### src/rtl/core/tfr_pkg.sv
// Package for the thruster frame receiver: sizes, field codes, reset values
// and the throttle-to-DShot mapping. Depends on nothing; every RTL file of
// the block refers to it by scoped names.
`timescale 1ns / 1ps

package tfr_pkg;

   // Number of motors carried by one frame and stored in the receiver.
   localparam int MOTOR_COUNT = 8;
   // At most eight motors are reported per burst.
   localparam int EMIT_COUNT = (MOTOR_COUNT < 8) ? MOTOR_COUNT : 8;
   localparam int MOTOR_IDX_W = (MOTOR_COUNT > 1) ? $clog2(MOTOR_COUNT) : 1;
   localparam int EMIT_IDX_W = (EMIT_COUNT > 1) ? $clog2(EMIT_COUNT) : 1;

   // Frame layout: start byte, two bytes per motor, checksum byte.
   localparam int FRAME_DATA_BYTES = 2 * MOTOR_COUNT;
   localparam int CHECK_POS = FRAME_DATA_BYTES + 1;
   localparam int POS_W = $clog2(CHECK_POS + 1);

   // Fixed field widths.
   localparam int BYTE_W = 8;
   localparam int THROTTLE_W = 16;
   localparam int DSHOT_W = 11;
   localparam int MOTOR_INDEX_W = 3;
   localparam int IDLE_W = 16;
   localparam int CSR_DATA_W = 16;
   localparam int RSP_DATA_W = 32;

   // Input kind carried in tuser.
   localparam logic FUNC_BYTE = 1'b0;
   localparam logic FUNC_TICK = 1'b1;

   // Result cause carried in tuser.
   localparam logic CAUSE_FRAME = 1'b0;
   localparam logic CAUSE_TIMEOUT = 1'b1;

   // Configuration register indexes.
   localparam logic CSR_START_BYTE = 1'b0;
   localparam logic CSR_TIMEOUT_TICKS = 1'b1;

   // Reset values.
   localparam logic [BYTE_W-1:0] START_BYTE_RESET = 8'h5A;
   localparam logic [IDLE_W-1:0] TIMEOUT_RESET = 16'd200;
   localparam logic [IDLE_W-1:0] IDLE_MAX = 16'hFFFF;

   // Throttle and command constants.
   localparam logic [THROTTLE_W-1:0] THR_NEUTRAL = 16'd1000;
   localparam logic [THROTTLE_W-1:0] THR_MAX_FWD = 16'd2000;
   localparam logic [THROTTLE_W-1:0] DS_MAX_REV = 16'd1047;
   // Forward offset: t - 1000 - 1 + 1048.
   localparam logic [THROTTLE_W-1:0] DS_FWD_OFFSET = 16'd47;
   localparam logic [DSHOT_W-1:0] DS_NEUTRAL = 11'd0;

   typedef logic [THROTTLE_W-1:0] throttle_array_type [MOTOR_COUNT];

   // Request from the frame parser to the burst emitter.
   typedef struct packed {
      logic load;     // latch new throttles and start a result burst
      logic timeout;  // burst is a timeout: all motors go neutral
   } load_ctl_type;

   // Neutral maps to zero, forward to 1048..2047, reverse to 1047..48,
   // anything outside the valid range to zero.
   function automatic logic [DSHOT_W-1:0] to_dshot(input logic [THROTTLE_W-1:0] t);
      logic [THROTTLE_W-1:0] value;
      begin
         if (t == THR_NEUTRAL) begin
            value = {THROTTLE_W{1'b0}};
         end else if (t > THR_NEUTRAL && t <= THR_MAX_FWD) begin
            value = t + DS_FWD_OFFSET;
         end else if (t < THR_NEUTRAL) begin
            value = DS_MAX_REV - t;
         end else begin
            value = {THROTTLE_W{1'b0}};
         end
         to_dshot = value[DSHOT_W-1:0];
      end
   endfunction

endpackage

### src/rtl/core/tfr_emitter.sv
// Burst emitter of the thruster frame receiver: holds the motor throttles and
// plays them out one motor per result transaction. Depends on tfr_pkg.
`timescale 1ns / 1ps

module tfr_emitter (
   input  logic                                     clock,
   input  logic                                     reset,
   input  tfr_pkg::load_ctl_type                    load_ctl,
   input  tfr_pkg::throttle_array_type              new_words,
   output logic                                     free,
   output logic                                     rsp_tvalid,
   input  logic                                     rsp_tready,
   // [2:0] motor_index, [18:3] throttle_word, [29:19] motor_command, [31:30] zero
   output logic [tfr_pkg::RSP_DATA_W-1:0]           rsp_tdata,
   // [0] cause
   output logic                                     rsp_tuser,
   output logic                                     rsp_tlast
);

   logic [tfr_pkg::THROTTLE_W-1:0] motor_ff [tfr_pkg::MOTOR_COUNT];
   logic                           busy_ff;
   logic                           busy_in;
   logic [tfr_pkg::EMIT_IDX_W-1:0] idx_ff;
   logic [tfr_pkg::EMIT_IDX_W-1:0] idx_in;
   logic                           cause_ff;
   logic [tfr_pkg::THROTTLE_W-1:0] cur_throttle;
   logic [tfr_pkg::DSHOT_W-1:0]    cur_dshot;
   logic                           last_beat;
   logic                           beat_done;

   assign last_beat = (idx_ff == tfr_pkg::EMIT_IDX_W'(tfr_pkg::EMIT_COUNT - 1));
   assign beat_done = busy_ff && rsp_tready;
   assign free = !busy_ff || (rsp_tready && last_beat);

   always_comb begin
      busy_in = busy_ff;
      idx_in = idx_ff;
      if (load_ctl.load) begin
         busy_in = 1'b1;
         idx_in = '0;
      end else if (beat_done) begin
         if (last_beat) begin
            busy_in = 1'b0;
            idx_in = '0;
         end else begin
            idx_in = idx_ff + 1'b1;
         end
      end
   end

   always_ff @(posedge clock) begin
      if (reset) begin
         busy_ff <= 1'b0;
         idx_ff <= '0;
         cause_ff <= tfr_pkg::CAUSE_FRAME;
         for (int m = 0; m < tfr_pkg::MOTOR_COUNT; m++) begin
            motor_ff[m] <= tfr_pkg::THR_NEUTRAL;
         end
      end else begin
         busy_ff <= busy_in;
         idx_ff <= idx_in;
         if (load_ctl.load) begin
            cause_ff <= load_ctl.timeout ? tfr_pkg::CAUSE_TIMEOUT : tfr_pkg::CAUSE_FRAME;
            for (int m = 0; m < tfr_pkg::MOTOR_COUNT; m++) begin
               motor_ff[m] <= load_ctl.timeout ? tfr_pkg::THR_NEUTRAL : new_words[m];
            end
         end
      end
   end

   assign cur_throttle = motor_ff[tfr_pkg::MOTOR_IDX_W'(idx_ff)];
   assign cur_dshot = tfr_pkg::to_dshot(cur_throttle);

   assign rsp_tvalid = busy_ff;
   assign rsp_tdata = {2'b00, cur_dshot, cur_throttle,
                       tfr_pkg::MOTOR_INDEX_W'(idx_ff)};
   assign rsp_tuser = cause_ff;
   assign rsp_tlast = last_beat;

endmodule

### src/rtl/core/thruster_frame_receiver.sv
// Top level of the thruster frame receiver: input register, frame parser,
// timeout counter and configuration registers. Depends on tfr_pkg and
// instantiates tfr_emitter.
`timescale 1ns / 1ps

// The receiver takes one transaction per clock on the req channel, a link
// byte (tuser 0) or a one millisecond tick (tuser 1), unless a held item waits
// for the emitter. Each transaction lands in an input register and is handled
// from there. Bytes are hunted for the start byte, then two little-endian
// bytes per motor and an XOR checksum over all earlier frame bytes are
// collected. A frame with a good checksum latches the new throttles, restarts
// the timeout and sends a burst of eight result transactions (one per motor,
// motor 0 first, tlast on the final one, tuser 0). A frame with a bad checksum
// is dropped silently. When more than timeout_ticks ticks pass without a good
// frame, every motor goes to neutral (1000), the parse restarts and a burst
// with tuser 1 is sent once. Bytes and ticks that produce no results flow at
// one per cycle even while a burst is being sent; an item that starts a burst
// waits in the input register until the last result of the current burst is
// taken. The completing transaction passes the input register, then loads the
// emitter, whose registers drive the first result. Configuration writes on the
// csr channel are always accepted and should be issued only while the receiver
// is idle.

module thruster_frame_receiver (
   input  logic                                clock,
   input  logic                                reset,
   // Input transactions.
   input  logic                                req_tvalid,
   output logic                                req_tready,
   // [7:0] data_byte
   input  logic [tfr_pkg::BYTE_W-1:0]          req_tdata,
   // [0] func
   input  logic                                req_tuser,
   // Result transactions.
   output logic                                rsp_tvalid,
   input  logic                                rsp_tready,
   // [2:0] motor_index, [18:3] throttle_word, [29:19] motor_command, [31:30] zero
   output logic [tfr_pkg::RSP_DATA_W-1:0]      rsp_tdata,
   // [0] cause
   output logic                                rsp_tuser,
   output logic                                rsp_tlast,
   // Configuration writes.
   input  logic                                csr_valid,
   output logic                                csr_ready,
   input  logic                                csr_index,
   input  logic [tfr_pkg::CSR_DATA_W-1:0]      csr_data
);

   // Configuration registers.
   logic [tfr_pkg::BYTE_W-1:0]     start_ff;
   logic [tfr_pkg::IDLE_W-1:0]     timeout_ff;

   // Input register.
   logic                           hold_valid_ff;
   logic                           hold_valid_in;
   logic                           hold_func_ff;
   logic [tfr_pkg::BYTE_W-1:0]     hold_byte_ff;

   // Parser and timeout state.
   logic [tfr_pkg::POS_W-1:0]      pos_ff;
   logic [tfr_pkg::POS_W-1:0]      pos_in;
   logic [tfr_pkg::BYTE_W-1:0]     xor_ff;
   logic [tfr_pkg::BYTE_W-1:0]     xor_in;
   logic [tfr_pkg::IDLE_W-1:0]     idle_ff;
   logic [tfr_pkg::IDLE_W-1:0]     idle_in;
   logic                           timed_out_ff;
   logic                           timed_out_in;

   // Pending frame words; every entry is written before it is copied.
   tfr_pkg::throttle_array_type    pending_ff;
   logic                           pend_we;
   logic                           pend_hi;
   logic [tfr_pkg::MOTOR_IDX_W-1:0] pend_idx;
   logic [tfr_pkg::POS_W-1:0]      pos_minus_one;

   logic                           req_fire;
   logic                           fire_timeout;
   logic                           frame_good;
   logic                           hold_emits;
   logic                           advance;
   logic                           emit_free;
   tfr_pkg::load_ctl_type          load_ctl;

   assign req_fire = req_tvalid && req_tready;
   assign csr_ready = 1'b1;

   // A tick fires the timeout once the idle count has reached the limit.
   assign fire_timeout = !timed_out_ff && (idle_ff >= timeout_ff);
   assign frame_good = (pos_ff == tfr_pkg::POS_W'(tfr_pkg::CHECK_POS))
                       && (xor_ff == hold_byte_ff);
   assign hold_emits = (hold_func_ff == tfr_pkg::FUNC_TICK) ? fire_timeout : frame_good;

   // The held item moves on unless it needs the emitter while a burst is
   // still in flight.
   assign advance = hold_valid_ff && (!hold_emits || emit_free);
   assign req_tready = !hold_valid_ff || advance;

   assign pos_minus_one = pos_ff - 1'b1;
   assign pend_idx = tfr_pkg::MOTOR_IDX_W'(pos_minus_one >> 1);
   assign pend_hi = !pos_ff[0];

   always_comb begin
      hold_valid_in = hold_valid_ff;
      if (req_fire) begin
         hold_valid_in = 1'b1;
      end else if (advance) begin
         hold_valid_in = 1'b0;
      end
   end

   always_comb begin
      pos_in = pos_ff;
      xor_in = xor_ff;
      idle_in = idle_ff;
      timed_out_in = timed_out_ff;
      pend_we = 1'b0;
      load_ctl = '0;
      if (advance) begin
         if (hold_func_ff == tfr_pkg::FUNC_TICK) begin
            if (fire_timeout) begin
               pos_in = '0;
               xor_in = '0;
               timed_out_in = 1'b1;
               load_ctl.load = 1'b1;
               load_ctl.timeout = 1'b1;
            end else if (idle_ff != tfr_pkg::IDLE_MAX) begin
               idle_in = idle_ff + 1'b1;
            end
         end else if (pos_ff == '0) begin
            if (hold_byte_ff == start_ff) begin
               xor_in = hold_byte_ff;
               pos_in = tfr_pkg::POS_W'(1);
            end
         end else if (pos_ff <= tfr_pkg::POS_W'(tfr_pkg::FRAME_DATA_BYTES)) begin
            pend_we = 1'b1;
            xor_in = xor_ff ^ hold_byte_ff;
            pos_in = pos_ff + 1'b1;
         end else begin
            // Checksum byte: always back to hunting.
            pos_in = '0;
            xor_in = '0;
            if (frame_good) begin
               idle_in = '0;
               timed_out_in = 1'b0;
               load_ctl.load = 1'b1;
               load_ctl.timeout = 1'b0;
            end
         end
      end
   end

   always_ff @(posedge clock) begin
      if (reset) begin
         start_ff <= tfr_pkg::START_BYTE_RESET;
         timeout_ff <= tfr_pkg::TIMEOUT_RESET;
         hold_valid_ff <= 1'b0;
         pos_ff <= '0;
         xor_ff <= '0;
         idle_ff <= '0;
         timed_out_ff <= 1'b0;
      end else begin
         if (csr_valid && csr_ready) begin
            case (csr_index)
               tfr_pkg::CSR_START_BYTE: begin
                  start_ff <= csr_data[tfr_pkg::BYTE_W-1:0];
               end
               tfr_pkg::CSR_TIMEOUT_TICKS: begin
                  timeout_ff <= csr_data;
               end
               default: begin
                  start_ff <= start_ff;
               end
            endcase
         end
         hold_valid_ff <= hold_valid_in;
         pos_ff <= pos_in;
         xor_ff <= xor_in;
         idle_ff <= idle_in;
         timed_out_ff <= timed_out_in;
      end
   end

   // Payload registers carry no reset.
   always_ff @(posedge clock) begin
      if (req_fire) begin
         hold_func_ff <= req_tuser;
         hold_byte_ff <= req_tdata;
      end
      if (pend_we) begin
         if (pend_hi) begin
            pending_ff[pend_idx] <= {hold_byte_ff, pending_ff[pend_idx][tfr_pkg::BYTE_W-1:0]};
         end else begin
            pending_ff[pend_idx] <= {{tfr_pkg::BYTE_W{1'b0}}, hold_byte_ff};
         end
      end
   end

   tfr_emitter u_emitter (
      .clock      (clock),
      .reset      (reset),
      .load_ctl   (load_ctl),
      .new_words  (pending_ff),
      .free       (emit_free),
      .rsp_tvalid (rsp_tvalid),
      .rsp_tready (rsp_tready),
      .rsp_tdata  (rsp_tdata),
      .rsp_tuser  (rsp_tuser),
      .rsp_tlast  (rsp_tlast)
   );

   // A burst is only started when the emitter can take it.
   assert property (@(posedge clock) disable iff (reset)
      load_ctl.load |-> emit_free)
      else $error("burst started while emitter busy");

   // A timeout leaves the parser hunting with the timeout flag set.
   assert property (@(posedge clock) disable iff (reset)
      (advance && hold_func_ff == tfr_pkg::FUNC_TICK && fire_timeout)
      |=> (timed_out_ff && pos_ff == '0 && xor_ff == '0))
      else $error("timeout did not clear the parse");

   // Every result of a timeout burst reports a neutral throttle and command.
   assert property (@(posedge clock) disable iff (reset)
      (rsp_tvalid && rsp_tuser == tfr_pkg::CAUSE_TIMEOUT)
      |-> (rsp_tdata[18:3] == tfr_pkg::THR_NEUTRAL && rsp_tdata[29:19] == tfr_pkg::DS_NEUTRAL))
      else $error("timeout burst carries a non-neutral motor");

   // A held item that waits for the emitter keeps the input stalled.
   assert property (@(posedge clock) disable iff (reset)
      (hold_valid_ff && !advance) |-> !req_tready)
      else $error("input accepted over a stalled item");

endmodule

### config.mk
export PLATFORM = sky130hd
export DESIGN_NAME = thruster_frame_receiver
export DESIGN_NICKNAME = d
export VERILOG_FILES = /design/src/rtl/core/tfr_pkg.sv /design/src/rtl/core/tfr_emitter.sv /design/src/rtl/core/thruster_frame_receiver.sv
export SDC_FILE = /design/constraint.sdc
export NUM_CORES = 1
export LEC_CHECK = 0
export BUFFER_PORTS_ARGS = -buffer_cell sky130_fd_sc_hd__buf_4
export CAP_MARGIN = 30
export CORE_UTILIZATION = 45
export CTS_CLUSTER_SIZE = 8
export DETAILED_ROUTE_END_ITERATION = 7
export MAX_ROUTING_LAYER = met4
export SLEW_MARGIN = 5
export SYNTH_ARGS = -nofsm -noshare
export SYNTH_HDL_FRONTEND = slang
export SYNTH_HIERARCHICAL = 1
export SYNTH_SLANG_ARGS = --single-unit
### constraint.sdc
create_clock -name clock -period 13.94 [get_ports clock]
set_clock_uncertainty 0.2 [all_clocks]
set_input_delay 0.697 -clock clock [delete_from_list [all_inputs] [get_ports clock]]
set_output_delay 0.697 -clock clock [all_outputs]
set_load 0.1 [all_outputs]
==> flow_summary.yaml <==
status:
  outcome: "finished clean"
yosys:
  ys.flop_type: "edfxtp_1"
  synth.cell_area_sq_um: 15900
  synth.distinct_cells: 95
  synth_seq_area_share: 0.582
  ys_ff_latch: 328
  async_flop_share: 0
  avgSynthCellArea_sq_um: 12.2
  synthCells: 1299
  synth_edf_count: 265
  yosys_warnings: 6
layout:
  syn_to_final_growth_pct: 13.9
  fin_area_sq_um: 18100
  fillers: 2966
  nets: 1408
  final_cell_mix: "265 x edfxtp_1, 123 x and3_1, 87 x buf_4"
  drive_above_1_share: 0.176
  final_common_cell: "edfxtp_1"
setup_path:
  startpoint_type: "register"
  crit_required_ns: 13.90
  cp.arrival_ns: 5.67
  critical_path_class: "reg2reg"
  cp_max_fo: 64
  cp-end-kind: "register"
cts:
  clk_pin_slew_worst_paths_ns: 0.05
  postCtsSetupBuffers: 0
  clk_path_buf_depth: 3
  cts_tree: "yes"
  cts_resized: 0
  cts.sinks: 328
  insertion_delay_ns: 0.55
  holdBufCountCts: 0
  htree_num_levels: 2
  cts_buffers: 46
  cts-root-buf: "clkbuf_16"
grt:
  grt_pass1_wl_um: 61900
  grt_pass1_vias: 10500
  grt-ovfl-total: 0
  track_usage: 0.233
  antenna_found_initial: 1
  grt_max_degree: 82
floorplan:
  die_w_um: 190
  fp.dieArea_sq_um: 36000
  ios: 68
  dieHeight_um: 190
  rows: 68
  initial_core_util: 0.458
  core_area_sq_um: 34600
timing:
  fmax_ghz: 0.175
  tightest_slew_ns: 0.968
  slew_violations: 0
  maxSlewHeadroom: 0.350
  rsz0062_at_grt: "no"
  hold_violations: 0
  timing.final.crit_share: 0.409
  tns_ns: 0
  setup_viol: 0
  finalCriticalPeriod_ns: 5.71
  worst_hold_slack_ns: 0.126
route:
  ant_nets: 0
  wirelength_um: 40200
  num_vias: 10700
  via_per_inst: 5.87
  post_drt_wl_per_cell_um: 22.0
  drtIter0Drc: 1010
  firstDrtPassIters: 5
  drcViolationCount: 0
run:
  cap_viol_max_count: 0
power_and_ir_drop:
  peakVddDrop_mv: 0.0780
  power.leakage_nw: 6.52
  power_density_nw_per_um2: 126
placed_design:
  dpl_cell_area_sq_um: 16700
  place_congestion: 0.869
  dpl.hpwl_um: 25300
  port_buffers: 64
min_path:
  min_path_type: "in2reg"
==> cell type report <==
| type | instances | area [sq um] | share of cell area |
|---|---|---|---|
| Multi-Input combinational cell | 827 | 6030 | 0.334 |
| Inverter | 53 | 199 | 0.0110 |
| Clock inverter | 2 | 28.8 | 0.00159 |
| Clock buffer | 71 | 1270 | 0.0701 |
| Sequential cell | 328 | 9220 | 0.511 |
| Tap cell | 455 | 569 | 0.0315 |
| Antenna cell | 1 | 2.50 | 0.000139 |
| Timing Repair Buffer | 92 | 742 | 0.0411 |
==> logic make-up after synthesis <==
logic type,Yosys count,share of synthesized area
buffers and inverters,145,0.0406
adder cells (fa/ha/maj),29,0.0229
AO/OA/AOI/OAI,185,0.0907
AND/OR/NAND/NOR,523,0.181
flip-flops,328,0.582
multiplexers,61,0.0688
XOR/XNOR,26,0.0144
other,2,0.000474
==> worst paths after layout <==
path,startpoint,end,slack [ns],cells past startpoint
max,pos_ff[0],u_emitter/motor_ff[2][3],8.23,15
min,req_tdata[6],hold_byte_ff[6],0.13,1
max reg2reg,pos_ff[0],u_emitter/motor_ff[2][3],8.23,15
min reg2reg,timeout_ff[15],timeout_ff[15],0.25,2
==> Yosys cell counts, drive strengths merged, types with 4 or more instances <==
library cell / number / area (sq um)
nand4: 13 / 87.6
o221ai: 9 / 78.8
nand2: 88 / 338
nor3b: 6 / 45.0
o22ai: 5 / 37.5
clkbuf: 63 / 236
inv: 52 / 195
nor2b: 4 / 25.0
nand3b: 4 / 30.0
a21oi: 43 / 219
o21a: 10 / 77.6
a31oi: 9 / 56.3
o31ai: 5 / 56.3
nand3: 41 / 205
nand2b: 43 / 269
o21ai: 25 / 129
o221a: 5 / 56.3
and2: 37 / 231
mux2: 12 / 139
or2: 5 / 31.3
nor3: 44 / 243
a221o: 4 / 40.0
buf: 29 / 208
a211oi: 7 / 70.1
xor2: 9 / 78.8
mux2i: 15 / 186
xnor2: 17 / 149
mux4: 34 / 766
and3: 123 / 769
or3: 16 / 105
ha: 29 / 363
o211ai: 18 / 140
dfxtp: 63 / 1260
a221oi: 12 / 124
or4: 5 / 41.3
nor2: 75 / 294
edfxtp: 265 / 7960
nor4: 12 / 81.3
==> stage by stage <==
step                      instances  setup WS [ns]  power [W]  utilization
after global routing           1828           7.79    0.00234        0.521
final                          1829           8.23    0.00227        0.522
after CTS                      1824           7.97    0.00228        0.519
after floorplan                1300           8.03    0.00122            -
after global placement         1749           8.22    0.00126        0.481
after detailed placement       1751           8.02    0.00126        0.482
==> critical path: stages (launching register included) <==
cell,delay (ns)
dfxtp_1,0.91
inv_1,0.15
ha_1,0.37
inv_1,0.16
or3_1,0.15
inv_1,0.05
ha_1,0.42
nand4b_1,0.30
nor4_1,0.21
a31oi_1,0.12
buf_4,0.21
nor2_4,0.10
buf_4,0.47
or2_4,0.43
buf_16,0.29
buf_4,0.65
==> state kept, by name, indices dropped and copies added (netlist names), 5 cells and up, named ones only <==
signal / cells
timeout_ff: 16
start_ff: 8
u_emitter/motor_ff: 128
pending_ff: 128
xor_ff: 8
pos_ff: 5
hold_byte_ff: 8
idle_ff: 16
==> where the power goes <==
part	internal, W	leakage, nW	switching (W)
Clock	0.000617	0.622	0.000404
Combinational	0.0000484	2.90	0.000105
Sequential	0.00108	3.00	0.0000162
Total	0.00174	6.52	0.000525
==> metal layers <==
| layer | GRT usage | wire length (um) | vias up |
|---|---|---|---|
| li1 | - | - | 4980 |
| met4 | 0.0648 | 796 | 0 |
| met5 | - | 0 | - |
| met2 | 0.370 | 19000 | 420 |
| met1 | 0.310 | 17900 | 5265 |
| met3 | 0.0365 | 2500 | 64 |
Power figures use the tool's default switching activity.
